### src/hw/rtl/assert_macros.svh
// Assertion macros used by the top-level RTL file.
`ifndef ASSERT_MACROS_SVH
`define ASSERT_MACROS_SVH
// Implication checked on every clock edge outside reset.
`define ASSERT_IMPL(label, clk, rst, ante, cons, msg) \
   label: assert property (@(posedge clk) disable iff (rst) (ante) |-> (cons)) else $error(msg);
// Next-cycle implication checked outside reset.
`define ASSERT_NEXT(label, clk, rst, ante, cons, msg) \
   label: assert property (@(posedge clk) disable iff (rst) (ante) |=> (cons)) else $error(msg);
`endif

### src/hw/rtl/ktli_pkg.sv
// Shared types, constants and command codes of the keyed table interpolator.
package ktli_pkg;
   localparam int TABLE_ROWS = 1024;
   localparam int NUM_VALUES = 20;
   localparam int ROW_W = $clog2(TABLE_ROWS);
   localparam int CNT_W = ROW_W + 1;
   localparam int COL_W = 5;
   localparam int VAL_DEPTH = TABLE_ROWS * NUM_VALUES;
   localparam int VAL_AW = $clog2(VAL_DEPTH);
   localparam int QDEPTH = 2;

   localparam logic [1:0] CMD_KEYS = 2'd0;
   localparam logic [1:0] CMD_VALUE = 2'd1;
   localparam logic [1:0] CMD_LOOKUP = 2'd2;

   typedef struct packed {
      logic [1:0] cmd;
      logic [ROW_W-1:0] row;
      logic [COL_W-1:0] col;
      logic [7:0] charge;
      logic [31:0] energy;
      logic [31:0] data;
   } item_type;
endpackage

### src/hw/rtl/ktli_front.sv
// Front end: takes command words, drops unknown ones and out-of-range value columns, feeds the queue.
module ktli_front (
   input logic clock,
   input logic reset,
   input logic start,
   output logic busy,
   input logic [1:0] req_cmd,
   input logic [9:0] req_row_index,
   input logic [4:0] req_value_column,
   input logic [7:0] req_charge_key,
   input logic [31:0] req_energy_key,
   input logic [31:0] req_data_value,
   input logic pop,
   output logic q_valid,
   output ktli_pkg::item_type q_item
);
   import ktli_pkg::*;
   item_type q_ff [QDEPTH];
   logic [0:0] rp_ff, wp_ff;
   logic [1:0] cnt_ff;
   logic push, keep;
   item_type it;
   assign busy = (cnt_ff == 2'(QDEPTH));
   always_comb begin
      it.cmd = req_cmd;
      it.row = ROW_W'(req_row_index);
      it.col = req_value_column;
      it.charge = req_charge_key;
      it.energy = req_energy_key;
      it.data = req_data_value;
   end
   // drop unknown commands and out-of-range columns here
   assign keep = (req_cmd == CMD_KEYS) || (req_cmd == CMD_LOOKUP) ||
                 (req_cmd == CMD_VALUE && req_value_column < COL_W'(NUM_VALUES));
   assign push = start && !busy && keep;
   assign q_valid = (cnt_ff != 2'd0);
   assign q_item = q_ff[rp_ff];
   always_ff @(posedge clock) begin
      if (push) q_ff[wp_ff] <= it;
      if (reset) begin
         rp_ff <= '0; wp_ff <= '0; cnt_ff <= '0;
      end else begin
         if (push) wp_ff <= wp_ff + 1'b1;
         if (pop) rp_ff <= rp_ff + 1'b1;
         cnt_ff <= cnt_ff + 2'(push) - 2'(pop);
      end
   end
endmodule

### config.mk
export PLATFORM = sky130hd
export DESIGN_NAME = ktli_front
export DESIGN_NICKNAME = d
export VERILOG_FILES = /design/src/hw/rtl/assert_macros.svh /design/src/hw/rtl/ktli_pkg.sv /design/src/hw/rtl/ktli_front.sv
export SDC_FILE = /design/constraint.sdc
export NUM_CORES = 1
export LEC_CHECK = 0
export BUFFER_PORTS_ARGS = -buffer_cell sky130_fd_sc_hd__buf_2
export CAP_MARGIN = 20
export CORE_ASPECT_RATIO = 0.75
export CORE_MARGIN = 1
export CORE_UTILIZATION = 45
export CTS_BUF_LIST = sky130_fd_sc_hd__clkbuf_2
export DETAILED_ROUTE_END_ITERATION = 10
export PLACE_DENSITY_LB_ADDON = 0.25
export SYNTH_ARGS = -nofsm -noshare
export SYNTH_HDL_FRONTEND = slang
export SYNTH_SLANG_ARGS = --single-unit
### constraint.sdc
create_clock -name clock -period 5.7 [get_ports clock]
set_input_delay 1.14 -clock clock [delete_from_list [all_inputs] [get_ports clock]]
set_output_delay 1.14 -clock clock [all_outputs]
set_load 0.02 [all_outputs]
==> key figures <==
Outcome
  • Result of the run: finished, final reports clean

Synthesis
  • Warning count from the yosys run: 0
  • Top cell type by total area after synthesis: sky130_fd_sc_hd__edfxtp_1
  • Post-synth cell types: 15
  • Main combinational cell family by area after synthesis: multiplexers
  • Number of nets produced by synthesis: 399
  • Top post-synthesis cells by area: sky130_fd_sc_hd__edfxtp_1 (80%), sky130_fd_sc_hd__mux2_2 (13%), sky130_fd_sc_hd__mux2_4 (2.5%)
  • Area fraction in compound gates after synthesis: 0.299%
  • Mean area per synthesized cell: 22.1 sq um
  • Portion of the post-synthesis area used by sequential elements: 81.2%
  • Netlist area before placement: 6700 sq um
  • Parity-gate share of the synthesized area counting xor and xnor cells: 0.392%
  • Synth Register Bits: 183
  • Portion of synthesized cell area occupied by the leading cell type: 79.7%
  • Post-synthesis instance total: 304
  • Multiplexer share of the synthesized area: 15.7%
  • Adder-Cell Fraction of Synth Area: 0.373%
  • Fraction of the mapped netlist area in simple logic gates: 0.784%

Routing
  • Post-DR wirelength/cell: 16.5 um
  • DRC violations left: 0
  • Detailed-router iteration count before antenna repair: 4
  • Vias/cell: 4.73
  • Total vias in the final route: 3,374
  • Routed wire length: 11,800 um
  • Remaining number of nets flagged by the antenna check after routing: 0
  • Number of DRC markers in iteration 0: 149

Setup path
  • CP Class: reg -> out
  • Startpoint Class: register
  • Data arrival at the endpoint of the critical path: 2.76 ns
  • Category of the worst setup path capture point: output port
  • Slack of the worst reg-to-reg path: 3.33 ns
  • Required time worst endpoint: 4.56 ns
  • Maximum fanout encountered on the critical timing path: 55

Timing
  • Clock tree skew after final layout: 0.0241 ns
  • Setup violators final: 0
  • Actual transition at the worst max-transition pin: 0.771 ns
  • Min Tclk post-route: 3.90 ns
  • Final Hold Vio Count: 0
  • Setup repair after global routing missed its margin: false
  • Final worst path period share: 68.4%
  • Number of max-slew violations in the final report: 0
  • Rel. slew slack: 48.6%
  • F_max: 0.257 GHz
  • Final Worst Setup Slack: 1.80 ns

Clocking
  • Clock tree sinks: 183
  • Inserted Clock Buffers: 17
  • Clk_lat worst skew: 0.69 ns
  • Cts-stage hold buffer count: 0
  • Clock-pin slew of the registers on the worst-case setup and hold paths: 0.21 ns
  • TritonCTS clock tree: done
  • Library cell used as clock root buffer: sky130_fd_sc_hd__clkbuf_2
  • CTS H-Tree Depth: 4
  • Number of setup buffers added after CTS: 0
  • Total of cells resized after clock tree synthesis: 0
  • Maximum count of clock buffers along a single path: 2

Die
  • Die boundary height: 108 um
  • Total I/O pin count: 184
  • Die Outline Area: 15,400 sq um
  • Die Width: 143 um
  • Floorplan row count: 38
  • Initial standard-cell utilization of the core: 46.2%
  • Core region area: 14,500 sq um

Pwr
  • Cell Pwr Density: 339 nW/um^2
  • Largest voltage drop on the vdd net: 0.200 mV
  • Static leakage: 2.99 nW

Place
  • Pre-CTS worst setup slack: 2.30 ns
  • Placement Cell Area: 7860 sq um
  • DP Wirelength: 7470 um
  • Weighted congestion at the end of routability-driven global placement: 0.724
  • Number of port buffers: 183

GRT
  • First-pass GRT wire length: 17,600 um
  • Global-route usage over all layers: 15.9%
  • Largest net degree at the start of global routing: 90
  • Number of antenna violations at the first check in global routing: 2
  • Remaining Overflow, GRT: 0
  • Number of global-route vias before repair: 3,412

Layout
  • Area grow syn2layout: 20.4%
  • Nets: 595
  • Share of layout cells above drive strength 1: 60.2%
  • Final instance area: 8070 sq um

Run
  • Reported max-cap violation count: 0

Worst hold path
  • Hold/Removal Path Class: reg -> reg
routing by layer:
layer	vias to the layer above	global-route usage (%)	wire, um
met5	-	0	11
met4	2	5.76	124
met3	14	7.03	1010
met2	126	24.4	5450
met1	1641	19.8	5200
li1	1591	-	-
final timing paths:
path	from	endpoint	cells past startpoint
worst max-delay path	register	q_item[38]	3
worst min-delay path	rp_ff	register	2
worst max register to register	cnt_ff[1]	q_ff[1][60]	5
worst min register to register	rp_ff	register	2
where the power goes:
part / total (mW) / internal (mW) / switching (mW) / leakage, nW
logic: 0.484 / 0.194 / 0.290 / 1.18
clock network: 0.597 / 0.193 / 0.404 / 0.125
registers: 1.66 / 1.61 / 0.0426 / 1.68
synthesized netlist by cell type (all sizes together):
library cell	number
inv	3
ha	2
or2	1
xnor2	3
nor2b	1
o21ai	1
nor2	8
mux2	90
o221ai	1
dfxtp	5
nor3	1
edfxtp	178
buf	10
layout make-up:
cell class / instances / area (sq um)
inverters: 3 / 11.3
clock buffers: 19 / 95.1
multi-input cells: 108 / 1190
diodes: 1 / 2.50
clock inverters: 12 / 111
well taps: 200 / 250
repair buffers: 187 / 958
flip-flops and latches: 183 / 5450
fillers: 1172 / 6430
cells by family (layout without fill, tap and decap cells):
group / after synthesis / in the layout
AOI/OAI and AO/OA: 2 / 2
other: 0 / 1
and+or+nand+nor: 11 / 11
DFF: 183 / 183
buffers and inverters: 13 / 221
xor gates and xnor gates: 3 / 3
muxes: 90 / 90
adders and majority gates: 2 / 2
placed cells by master (no fill, tap or decap), types with 3 or more instances in the layout:
cell,instances
sky130_fd_sc_hd__clkinv_1,6
sky130_fd_sc_hd__xnor2_1,3
sky130_fd_sc_hd__dfxtp_1,4
sky130_fd_sc_hd__mux2_2,79
sky130_fd_sc_hd__mux2_4,11
sky130_fd_sc_hd__edfxtp_1,178
sky130_fd_sc_hd__nor2_1,6
sky130_fd_sc_hd__clkbuf_2,19
sky130_fd_sc_hd__buf_2,183
sky130_fd_sc_hd__inv_1,3
sky130_fd_sc_hd__buf_4,3
registers in the layout (all words and copies together), names as in the netlist, named ones only:
name	count
cnt_ff	2
q_ff	178
rp_ff	1
wp_ff	1
per-stage QoR:
stage / power [mW] / cells / utilization (%) / hold WS [ns] / setup TNS, ns
6_report: 2.74 / 713 / 55.7 / 0.561 / 0
5_1_grt: 2.86 / 712 / 55.6 / 0.482 / 0
4_1_cts: 2.77 / 712 / 55.6 / 0.501 / 0
3_5_place_dp: 2.18 / 681 / 54.2 / 0.523 / 0
3_3_place_gp: 2.17 / 681 / 54.2 / 0.494 / 0
2_1_floorplan: 2.01 / 304 / - / 0.480 / -8.63
critical path, cell delays in order (launching register included):
cell                      delay (ns)
sky130_fd_sc_hd__dfxtp_4        0.90
sky130_fd_sc_hd__buf_4          0.55
sky130_fd_sc_hd__mux2_2         0.40
sky130_fd_sc_hd__buf_2          0.17
Note: power is estimated with default switching activity, not from simulation.
